### src/rtl/periodic_cell_neighbor_generator_macros.svh
// Assertion macros used by the neighbor generator top level.
`ifndef PERIODIC_CELL_NEIGHBOR_GENERATOR_MACROS_SVH
`define PERIODIC_CELL_NEIGHBOR_GENERATOR_MACROS_SVH

// Check a property on every rising clock edge outside reset.
`define PCNG_ASSERT(lbl, prop, msg) \
  lbl: assert property (@(posedge clk_i) disable iff (!rst_ni) (prop)) else $error(msg);

// Check that a condition implies a consequence in the same cycle.
`define PCNG_ASSERT_IMPLIES(lbl, ante, cons, msg) \
  `PCNG_ASSERT(lbl, (ante) |-> (cons), msg)

`endif

### src/rtl/pcng_pkg.sv
// Types and constants shared by the periodic cell neighbor generator.
`default_nettype none
package pcng_pkg;

  localparam int NumSlots        = 26;
  localparam int MaxCellsPerAxis = 64;

  localparam int CoordW = 6;
  localparam int SizeW  = 7;
  localparam int SlotW  = 5;
  localparam int IndexW = 18;
  localparam int RowW   = 12;
  localparam int PlaneW = 13;
  localparam int CfgIdxW = 2;

  localparam logic [CfgIdxW-1:0] CfgSizeX = 2'd0;
  localparam logic [CfgIdxW-1:0] CfgSizeY = 2'd1;
  localparam logic [CfgIdxW-1:0] CfgSizeZ = 2'd2;

  typedef enum logic [1:0] {
    SelMinus  = 2'd0,
    SelCenter = 2'd1,
    SelPlus   = 2'd2
  } sel_e;

  typedef struct packed {
    logic [CoordW-1:0] cell_x;
    logic [CoordW-1:0] cell_y;
    logic [CoordW-1:0] cell_z;
  } in_item_t;

  typedef struct packed {
    logic [SlotW-1:0]  slot;
    logic [IndexW-1:0] neighbor_index;
    logic              bad_coordinate;
    logic              last;
  } out_item_t;

  // Classified request: wrapped x values and row and plane offsets,
  // each indexed by sel_e.
  typedef struct packed {
    logic [2:0][CoordW-1:0] xs;
    logic [2:0][RowW-1:0]   yoff;
    logic [2:0][IndexW-1:0] zoff;
    logic                   bad;
  } cls_item_t;

endpackage
`default_nettype wire

### src/rtl/periodic_cell_neighbor_generator.sv
// Top level of the periodic 26-neighbor cell index generator.
`default_nettype none
`include "periodic_cell_neighbor_generator_macros.svh"
// Takes one cell coordinate per push and returns the linear indices
// z*X*Y + y*X + x of its 26 periodic neighbors, one result per cycle in slot
// order while the output is popped, with last set on slot 25. A coordinate not
// below its axis size (sizes above 64 count as 64) returns one result flagged
// bad_coordinate. A good request yields 26 results and a bad one a single
// result; the slot counter in the back end steps through them. The front end
// (range check, wrap, offset multiplies) registers the wrapped coordinates and
// then the offset products, and keeps accepting requests into a
// QueueDepth-entry queue while earlier requests are still being expanded. Size
// registers take effect for requests pushed after the write.
module periodic_cell_neighbor_generator #(
  parameter int QueueDepth = 2
) (
  input  logic                         clk_i,
  input  logic                         rst_ni,
  input  logic                         cfg_we_i,
  input  logic [pcng_pkg::CfgIdxW-1:0] cfg_idx_i,
  input  logic [pcng_pkg::SizeW-1:0]   cfg_data_i,
  input  logic                         push,
  output logic                         full,
  input  pcng_pkg::in_item_t           in_item_i,
  output logic                         empty,
  input  logic                         pop,
  output pcng_pkg::out_item_t          out_item_o
);
  import pcng_pkg::*;

  logic      q_push, q_full, q_pop, q_empty;
  cls_item_t q_wr_item, q_rd_item;

  pcng_front u_front (
    .clk_i      (clk_i),
    .rst_ni     (rst_ni),
    .cfg_we_i   (cfg_we_i),
    .cfg_idx_i  (cfg_idx_i),
    .cfg_data_i (cfg_data_i),
    .push       (push),
    .full       (full),
    .in_item_i  (in_item_i),
    .q_push_o   (q_push),
    .q_item_o   (q_wr_item),
    .q_full_i   (q_full)
  );

  pcng_queue #(
    .Depth (QueueDepth)
  ) u_queue (
    .clk_i   (clk_i),
    .rst_ni  (rst_ni),
    .push_i  (q_push),
    .item_i  (q_wr_item),
    .full_o  (q_full),
    .pop_i   (q_pop),
    .item_o  (q_rd_item),
    .empty_o (q_empty)
  );

  pcng_back u_back (
    .clk_i      (clk_i),
    .rst_ni     (rst_ni),
    .q_item_i   (q_rd_item),
    .q_empty_i  (q_empty),
    .q_pop_o    (q_pop),
    .empty      (empty),
    .pop        (pop),
    .out_item_o (out_item_o)
  );

  `PCNG_ASSERT_IMPLIES(a_no_overflow, q_push, !q_full, "queue written while full")
  `PCNG_ASSERT_IMPLIES(a_no_underflow, q_pop, !q_empty, "queue read while empty")
  `PCNG_ASSERT_IMPLIES(a_bad_single, !empty && out_item_o.bad_coordinate,
                       out_item_o.last && (out_item_o.slot == '0),
                       "bad coordinate result not a single last item")
  `PCNG_ASSERT_IMPLIES(a_last_slot, !empty && out_item_o.last && !out_item_o.bad_coordinate,
                       out_item_o.slot == SlotW'(NumSlots - 1),
                       "last set before the final slot")

endmodule
`default_nettype wire

### src/rtl/pcng_front.sv
// Front end: size registers, request intake, range check and offset products.
`default_nettype none
module pcng_front (
  input  logic                            clk_i,
  input  logic                            rst_ni,
  input  logic                            cfg_we_i,
  input  logic [pcng_pkg::CfgIdxW-1:0]    cfg_idx_i,
  input  logic [pcng_pkg::SizeW-1:0]      cfg_data_i,
  input  logic                            push,
  output logic                            full,
  input  pcng_pkg::in_item_t              in_item_i,
  output logic                            q_push_o,
  output pcng_pkg::cls_item_t             q_item_o,
  input  logic                            q_full_i
);
  import pcng_pkg::*;

  typedef struct packed {
    logic [2:0][CoordW-1:0] x;
    logic [2:0][CoordW-1:0] y;
    logic [2:0][CoordW-1:0] z;
    logic                   bad;
  } wrap_t;

  logic [SizeW-1:0]  size_x_q, size_y_q, size_z_q;
  logic [SizeW-1:0]  eff_x, eff_y, eff_z;
  logic [PlaneW-1:0] sxy_q;
  logic              s1_v_q, s2_v_q;
  wrap_t             s1_q, s1_d;
  cls_item_t         s2_q, s2_d;
  logic              s1_take, s2_take, s2_ready;

  always_ff @(posedge clk_i or negedge rst_ni) begin
    if (!rst_ni) begin
      size_x_q <= 7'd8;
      size_y_q <= 7'd8;
      size_z_q <= 7'd8;
    end else if (cfg_we_i) begin
      unique case (cfg_idx_i)
        CfgSizeX: size_x_q <= cfg_data_i;
        CfgSizeY: size_y_q <= cfg_data_i;
        CfgSizeZ: size_z_q <= cfg_data_i;
        default: ;
      endcase
    end
  end

  // Saturate each axis to the largest supported size.
  assign eff_x = (size_x_q > SizeW'(MaxCellsPerAxis)) ? SizeW'(MaxCellsPerAxis) : size_x_q;
  assign eff_y = (size_y_q > SizeW'(MaxCellsPerAxis)) ? SizeW'(MaxCellsPerAxis) : size_y_q;
  assign eff_z = (size_z_q > SizeW'(MaxCellsPerAxis)) ? SizeW'(MaxCellsPerAxis) : size_z_q;

  always_ff @(posedge clk_i) begin
    sxy_q <= {6'b0, eff_x} * {6'b0, eff_y};
  end

  assign s2_ready = !s2_v_q || !q_full_i;
  assign s2_take  = s1_v_q && s2_ready;
  assign full     = s1_v_q && !s2_ready;
  assign s1_take  = push && !full;

  always_comb begin
    s1_d.bad = ({1'b0, in_item_i.cell_x} >= eff_x) ||
               ({1'b0, in_item_i.cell_y} >= eff_y) ||
               ({1'b0, in_item_i.cell_z} >= eff_z);
    s1_d.x[SelCenter] = in_item_i.cell_x;
    s1_d.y[SelCenter] = in_item_i.cell_y;
    s1_d.z[SelCenter] = in_item_i.cell_z;
    s1_d.x[SelPlus] = (({1'b0, in_item_i.cell_x} + 7'd1) >= eff_x) ? '0 :
                      in_item_i.cell_x + 6'd1;
    s1_d.y[SelPlus] = (({1'b0, in_item_i.cell_y} + 7'd1) >= eff_y) ? '0 :
                      in_item_i.cell_y + 6'd1;
    s1_d.z[SelPlus] = (({1'b0, in_item_i.cell_z} + 7'd1) >= eff_z) ? '0 :
                      in_item_i.cell_z + 6'd1;
    s1_d.x[SelMinus] = (in_item_i.cell_x == '0) ? CoordW'(eff_x - 7'd1) :
                       in_item_i.cell_x - 6'd1;
    s1_d.y[SelMinus] = (in_item_i.cell_y == '0) ? CoordW'(eff_y - 7'd1) :
                       in_item_i.cell_y - 6'd1;
    s1_d.z[SelMinus] = (in_item_i.cell_z == '0) ? CoordW'(eff_z - 7'd1) :
                       in_item_i.cell_z - 6'd1;
  end

  always_comb begin
    s2_d.bad = s1_q.bad;
    s2_d.xs  = s1_q.x;
    for (int i = 0; i < 3; i++) begin
      s2_d.yoff[i] = {6'b0, s1_q.y[i]} * {5'b0, eff_x};
      s2_d.zoff[i] = {12'b0, s1_q.z[i]} * {5'b0, sxy_q};
    end
  end

  always_ff @(posedge clk_i or negedge rst_ni) begin
    if (!rst_ni) begin
      s1_v_q <= 1'b0;
      s2_v_q <= 1'b0;
    end else begin
      if (s1_take) begin
        s1_v_q <= 1'b1;
      end else if (s2_take) begin
        s1_v_q <= 1'b0;
      end
      if (s2_take) begin
        s2_v_q <= 1'b1;
      end else if (s2_ready) begin
        s2_v_q <= 1'b0;
      end
    end
  end

  always_ff @(posedge clk_i) begin
    if (s1_take) begin
      s1_q <= s1_d;
    end
    if (s2_take) begin
      s2_q <= s2_d;
    end
  end

  assign q_push_o = s2_v_q && !q_full_i;
  assign q_item_o = s2_q;

endmodule
`default_nettype wire

### src/rtl/pcng_queue.sv
// Short queue of classified requests between front end and slot sequencer.
`default_nettype none
module pcng_queue #(
  parameter int Depth = 2
) (
  input  logic                clk_i,
  input  logic                rst_ni,
  input  logic                push_i,
  input  pcng_pkg::cls_item_t item_i,
  output logic                full_o,
  input  logic                pop_i,
  output pcng_pkg::cls_item_t item_o,
  output logic                empty_o
);
  import pcng_pkg::*;

  localparam int PtrW = (Depth > 1) ? $clog2(Depth) : 1;
  localparam int CntW = $clog2(Depth + 1);

  cls_item_t           mem_q [Depth];
  logic [PtrW-1:0]     wr_ptr_q, rd_ptr_q;
  logic [CntW-1:0]     cnt_q;
  logic                do_push, do_pop;

  assign full_o  = (cnt_q == CntW'(Depth));
  assign empty_o = (cnt_q == '0);
  assign do_push = push_i && !full_o;
  assign do_pop  = pop_i && !empty_o;
  assign item_o  = mem_q[rd_ptr_q];

  always_ff @(posedge clk_i or negedge rst_ni) begin
    if (!rst_ni) begin
      wr_ptr_q <= '0;
      rd_ptr_q <= '0;
      cnt_q    <= '0;
    end else begin
      if (do_push) begin
        wr_ptr_q <= (wr_ptr_q == PtrW'(Depth - 1)) ? '0 : wr_ptr_q + 1'b1;
      end
      if (do_pop) begin
        rd_ptr_q <= (rd_ptr_q == PtrW'(Depth - 1)) ? '0 : rd_ptr_q + 1'b1;
      end
      if (do_push && !do_pop) begin
        cnt_q <= cnt_q + 1'b1;
      end else if (do_pop && !do_push) begin
        cnt_q <= cnt_q - 1'b1;
      end
    end
  end

  always_ff @(posedge clk_i) begin
    if (do_push) begin
      mem_q[wr_ptr_q] <= item_i;
    end
  end

endmodule
`default_nettype wire

### src/rtl/pcng_back.sv
// Back end: steps through the 26 slots and holds the result in an output register.
`default_nettype none
module pcng_back (
  input  logic                clk_i,
  input  logic                rst_ni,
  input  pcng_pkg::cls_item_t q_item_i,
  input  logic                q_empty_i,
  output logic                q_pop_o,
  output logic                empty,
  input  logic                pop,
  output pcng_pkg::out_item_t out_item_o
);
  import pcng_pkg::*;

  typedef struct packed {
    sel_e xs;
    sel_e ys;
    sel_e zs;
  } slot_sel_t;

  function automatic slot_sel_t slot_sel(logic [SlotW-1:0] k);
    slot_sel_t r;
    r = '{xs: SelCenter, ys: SelCenter, zs: SelCenter};
    unique case (k[2:0])
      3'd0: r = '{xs: SelMinus,  ys: SelPlus,   zs: SelCenter};
      3'd1: r = '{xs: SelMinus,  ys: SelCenter, zs: SelCenter};
      3'd2: r = '{xs: SelMinus,  ys: SelMinus,  zs: SelCenter};
      3'd3: r = '{xs: SelCenter, ys: SelPlus,   zs: SelCenter};
      3'd4: r = '{xs: SelCenter, ys: SelMinus,  zs: SelCenter};
      3'd5: r = '{xs: SelPlus,   ys: SelPlus,   zs: SelCenter};
      3'd6: r = '{xs: SelPlus,   ys: SelCenter, zs: SelCenter};
      3'd7: r = '{xs: SelPlus,   ys: SelMinus,  zs: SelCenter};
      default: ;
    endcase
    unique case (k[4:3])
      2'd0: r.zs = SelCenter;
      2'd1: r.zs = SelPlus;
      2'd2: r.zs = SelMinus;
      default: begin
        // straight up for the first vertical slot, straight down for the second
        r.xs = SelCenter;
        r.ys = SelCenter;
        r.zs = k[0] ? SelMinus : SelPlus;
      end
    endcase
    return r;
  endfunction

  logic [SlotW-1:0] slot_q;
  logic             out_v_q;
  out_item_t        out_q, out_d;
  slot_sel_t        sel;
  logic             load, item_done;

  assign sel       = slot_sel(slot_q);
  assign load      = !q_empty_i && (!out_v_q || pop);
  assign item_done = q_item_i.bad || (slot_q == SlotW'(NumSlots - 1));
  assign q_pop_o   = load && item_done;

  always_comb begin
    if (q_item_i.bad) begin
      out_d.slot           = '0;
      out_d.neighbor_index = '0;
      out_d.bad_coordinate = 1'b1;
      out_d.last           = 1'b1;
    end else begin
      out_d.slot           = slot_q;
      out_d.neighbor_index = q_item_i.zoff[sel.zs] +
                             {6'b0, q_item_i.yoff[sel.ys]} +
                             {12'b0, q_item_i.xs[sel.xs]};
      out_d.bad_coordinate = 1'b0;
      out_d.last           = (slot_q == SlotW'(NumSlots - 1));
    end
  end

  always_ff @(posedge clk_i or negedge rst_ni) begin
    if (!rst_ni) begin
      slot_q  <= '0;
      out_v_q <= 1'b0;
    end else begin
      if (load) begin
        out_v_q <= 1'b1;
        slot_q  <= item_done ? '0 : slot_q + 1'b1;
      end else if (pop) begin
        out_v_q <= 1'b0;
      end
    end
  end

  always_ff @(posedge clk_i) begin
    if (load) begin
      out_q <= out_d;
    end
  end

  assign empty      = !out_v_q;
  assign out_item_o = out_q;

endmodule
`default_nettype wire

### config.mk
export PLATFORM = sky130hd
export DESIGN_NAME = periodic_cell_neighbor_generator
export DESIGN_NICKNAME = d
export VERILOG_FILES = /design/src/rtl/pcng_pkg.sv /design/src/rtl/periodic_cell_neighbor_generator.sv /design/src/rtl/pcng_front.sv /design/src/rtl/pcng_queue.sv /design/src/rtl/pcng_back.sv
export VERILOG_INCLUDE_DIRS = /design/src /design/src/rtl
export SDC_FILE = /design/constraint.sdc
export NUM_CORES = 1
export LEC_CHECK = 0
export ABC_AREA = 1
export BUFFER_PORTS_ARGS = -buffer_cell sky130_fd_sc_hd__clkbuf_2
export CAP_MARGIN = 10
export CORE_MARGIN = 8
export CORE_UTILIZATION = 55
export CTS_BUF_LIST = sky130_fd_sc_hd__clkbuf_8
export DETAILED_ROUTE_END_ITERATION = 10
export PLACE_DENSITY = 0.8
export SYNTH_ARGS = -nofsm -noshare
export SYNTH_HDL_FRONTEND = slang
export SYNTH_SLANG_ARGS = --single-unit
### constraint.sdc
create_clock -name clk_i -period 11.1 [get_ports clk_i]
set_input_delay 1.665 -clock clk_i [delete_from_list [all_inputs] [get_ports clk_i]]
set_output_delay 1.665 -clock clk_i [all_outputs]
set_load 0.005 [all_outputs]
==> metrics.yaml <==
route:
  wl_met3_um: 5275
  top_layer_used: "met5"
  wl_um: 63880
  drtIter0Drc: 1475
  antenna_left: 0
  dr_wl_met2_um: 28430
  wl_per_cell_um: 16.18
  route.detailed.drc: 0
  dr.pass1.iters: 5
  dr_total_vias: 21160
  via_per_inst: 5.360
  drt-met1-wl_um: 28110
power_and_ir_drop:
  p_per_area_nw_per_um2: 294.4
  p_int_w: 0.005336
  seq_power_share_pct: 34.5
  vdd_drop_max_uv: 233.0
  clock_power_share_pct: 13.8
  power_leakage_nw: 15.61
  switching_share_pct: 44.91
  p_sw_w: 0.004350
  combPwrFrac_pct: 51.7
cts:
  post_cts_resized: 0
  cts_setup_buffers: 0
  cts_root_buf: "clkbuf_8"
  cts_max_level: 3
  cts_buffer_depth: 3
  cts_buffers: 72
  cts_tree: "built"
  path_clk_slew_ns: 0.06
  clock_sinks: 453
  clock_latency_ns: 0.65
  ctsHoldBuffers: 0
die:
  die_h_um: 252.2
  initial_core_util_pct: 55.71
  dieArea_um2: 63620
  core_area_um2: 55090
  row_count: 86
  die_w_um: 252.2
  io-pin-count: 59
place:
  hpwl_um: 46750
  post-place-ws_ns: 6.083
  place_congestion: 0.9000
  io_buffers: 58
critical_path:
  crit_path_end_kind: "flip-flop"
  rr_endpoint: "u_front.sxy_q[10]$_DFF_P_"
  rr_worst_depth: 17
  crit_path_max_incr_delay_ns: 0.57
  required_ns: 11.65
  cp.arrival_ns: 5.62
  r2r-start: "u_front.size_x_q[6]$_DFFE_PN0P_"
  regToRegSetupSlack_ns: 6.03
  critPathLaunchType: "flip-flop"
  worstPathCellList: "inv_2, nand2_1, inv_1, nand2_1, fa_1, fa_1, inv_1, fa_1, inv_1, fa_1, inv_1, ha_1, nand2_1, o21ai_0, a21oi_1, o21ai_0, xor2_1"
  crit_path_max_fanout: 22
  crit_slowest_cell: "nand2_1"
  worst-setup-path-type: "reg -> reg"
sta:
  setup_tns_ns: 0
  clock_skew_ns: 0.02906
  setup_viol_count_final: 0
  fmax_mhz: 197.3
  timing.final.crit_share_pct: 45.66
  maxSlewViolCount: 0
  setup_slack_ns: 6.032
  tightest_slew_ns: 0.9662
  final-hold-violation-count: 0
  relSlewSlack_pct: 35.59
  fin_crit_ns: 5.068
  rsz0062_at_grt: "no"
global_route:
  grt_use_total_pct: 20.20
  antenna_found_initial: 8
  gr-total-overflow: 0
  grt_pass1_wl_um: 104000
  grt_max_degree: 82
  grt_pass1_vias: 20790
yosys:
  synthArstFlopShare_pct: 7.285
  yosysWarnings: 0
  synth_ff_type: "edfxtp_1"
  yosysSeqAreaShare_pct: 43.37
  syn_avg_cell_area_um2: 9.913
  ys_seq_elements: 453
  synth_fp_nets: 3589
  synth_area_um2: 30690
  synth-edff-count: 407
  synth_cell_types: 59
  synthCells: 3096
cells_and_area:
  multi_input_area_um2: 15000
  syn_to_final_growth_pct: 7.195
  fin_nets: 3637
  drive_gt1_share_pct: 6.948
  fillers: 4455
  seqCellArea_um2: 13310
run_status:
  status: "finished clean"
worst_hold_path:
  hold_class: "reg -> reg"
  worstHoldEndpoint: "u_front.q_item_o[103]$_DFFE_PP_"
  holdPathStages: 0
  hp-start: "u_front.s1_q[49]$_SDFFCE_PP0P_"
run:
  drv_cap: 0
[flip-flops by register name (all words and copies together), names as in the netlist, 5 cells and up]
register and count:
u_front.sxy_q 13, u_front.size_x_q 7, u_queue.mem_q 218, u_front.q_item_o 109
u_back.slot_q 5, u_front.size_z_q 7, u_front.s1_q 55, u_front.size_y_q 7
u_back.out_item_o 25
[power by group through the flow]
stage	Combinational, W	Clock, W	Sequential, W
after floorplan	0.00380	0	0.00318
after global placement	0.00484	0	0.00333
after detailed placement	0.00496	0	0.00336
after CTS	0.00501	0.00137	0.00333
after global routing	0.00569	0.00144	0.00340
final	0.00500	0.00134	0.00334
[cell type report]
cell class | instances | area share [%]
repair buffers | 69 | 1.133
well taps | 748 | 2.845
clock inverters | 49 | 0.8785
clock buffers | 76 | 3.179
inverters | 513 | 5.868
multi-input cells | 2035 | 45.60
diodes | 4 | 0.03042
flip-flops and latches | 453 | 40.46
[critical path: cells and delay by family, from the launching register on]
| family | cells | cell delay, ns |
|---|---|---|
| compound gates | 3 | 0.59 |
| fa+ha+maj | 5 | 2.25 |
| simple gates | 3 | 0.76 |
| buf+inv | 5 | 0.83 |
| xor+xnor | 1 | 0.17 |
| flops | 1 | 0.38 |
[placed cells by master (no fill, tap or decap), types with 6 or more instances in the layout]
master      n
o211ai_1   11
clkbuf_2   58
nand2_2     9
inv_1     517
clkbuf_8   76
o32ai_1    13
clkinv_2   10
o21bai_1    6
xor2_1     75
o21ai_0   102
nand2_1   675
dfxtp_1    13
nand4_1    24
inv_2      10
xnor2_1    33
a31oi_1    12
dfrtp_1    29
a32o_1      6
nand3_1   108
buf_4      11
a21oi_1   127
clkinv_1   14
fa_1      222
ha_1      239
nor3_1     21
edfxtp_1  407
nor2_1    278
or2_2       9
[cell usage after synthesis, drive strengths merged (6+ instances only)]
cell / number / area, µm²
a21oi: 130 / 669.4
a31oi: 12 / 75.07
a32o: 6 / 60.06
buf: 38 / 250.3
clkbuf: 57 / 214.0
dfrtp: 30 / 750.7
dfxtp: 13 / 260.3
edfxtp: 407 / 12220
fa: 222 / 4444
ha: 239 / 2990
inv: 512 / 1924
nand2: 688 / 2635
nand3: 110 / 560.5
nand4: 25 / 162.6
nor2: 285 / 1092
nor3: 22 / 115.1
o211ai: 13 / 125.1
o21ai: 108 / 544.3
o21bai: 8 / 75.07
o32ai: 13 / 113.9
or2: 9 / 56.30
xnor2: 33 / 289.0
xor2: 75 / 656.9
[worst max path at each step]
stage,startpoint,to,slack (ns),depth (start not counted)
CTS,u_front.size_x_q[6]$_DFFE_PN0P_,u_front.sxy_q[10]$_DFF_P_,6.06,17
global route,u_front.size_x_q[6]$_DFFE_PN0P_,u_front.sxy_q[10]$_DFF_P_,5.69,17
floorplan,u_queue.cnt_q[0]$_DFFE_PN0P_,u_queue.mem_q[1][0]$_DFFE_PP_,5.23,4
detailed placement,u_front.size_x_q[6]$_DFFE_PN0P_,u_front.sxy_q[10]$_DFF_P_,6.08,17
finish,u_front.size_x_q[6]$_DFFE_PN0P_,u_front.sxy_q[10]$_DFF_P_,6.03,17
global placement,u_front.size_x_q[6]$_DFFE_PN0P_,u_front.sxy_q[10]$_DFF_P_,6.26,17
[layer usage]
| layer | vias up | track usage [%] |
|---|---|---|
| met1 | 10160 | 27.63 |
| met3 | 133 | 4.863 |
| met4 | 8 | 7.605 |
| li1 | 10120 | - |
| met5 | - | 0 |
| met2 | 731 | 31.15 |
[kinds of logic (layout without fill, tap and decap cells)]
group / count (synthesis) / after routing / synth area share (%)
fa+ha+maj: 461 / 461 / 24.22
other cells: 0 / 4 / 0
xor+xnor: 108 / 108 / 3.082
flops: 453 / 453 / 43.37
compound gates: 317 / 317 / 6.184
buf+inv: 608 / 707 / 7.795
mux: 5 / 5 / 0.1631
simple gates: 1144 / 1144 / 15.18
[per-stage QoR]
step / area (µm²) / total power [W] / hold WS (ns) / instances / utilization (%)
floorplan: 30690 / 0.006980 / 0.4003 / 3096 / -
global placement: 31560 / 0.008168 / 0.4021 / 3818 / 57.28
detailed placement: 31560 / 0.008325 / 0.4052 / 3818 / 57.28
CTS: 32890 / 0.009713 / 0.4186 / 3943 / 59.70
global route: 32890 / 0.01053 / 0.4262 / 3944 / 59.70
finish: 32900 / 0.009686 / 0.4168 / 3947 / 59.72
Note: power is estimated with default switching activity, not from simulation.
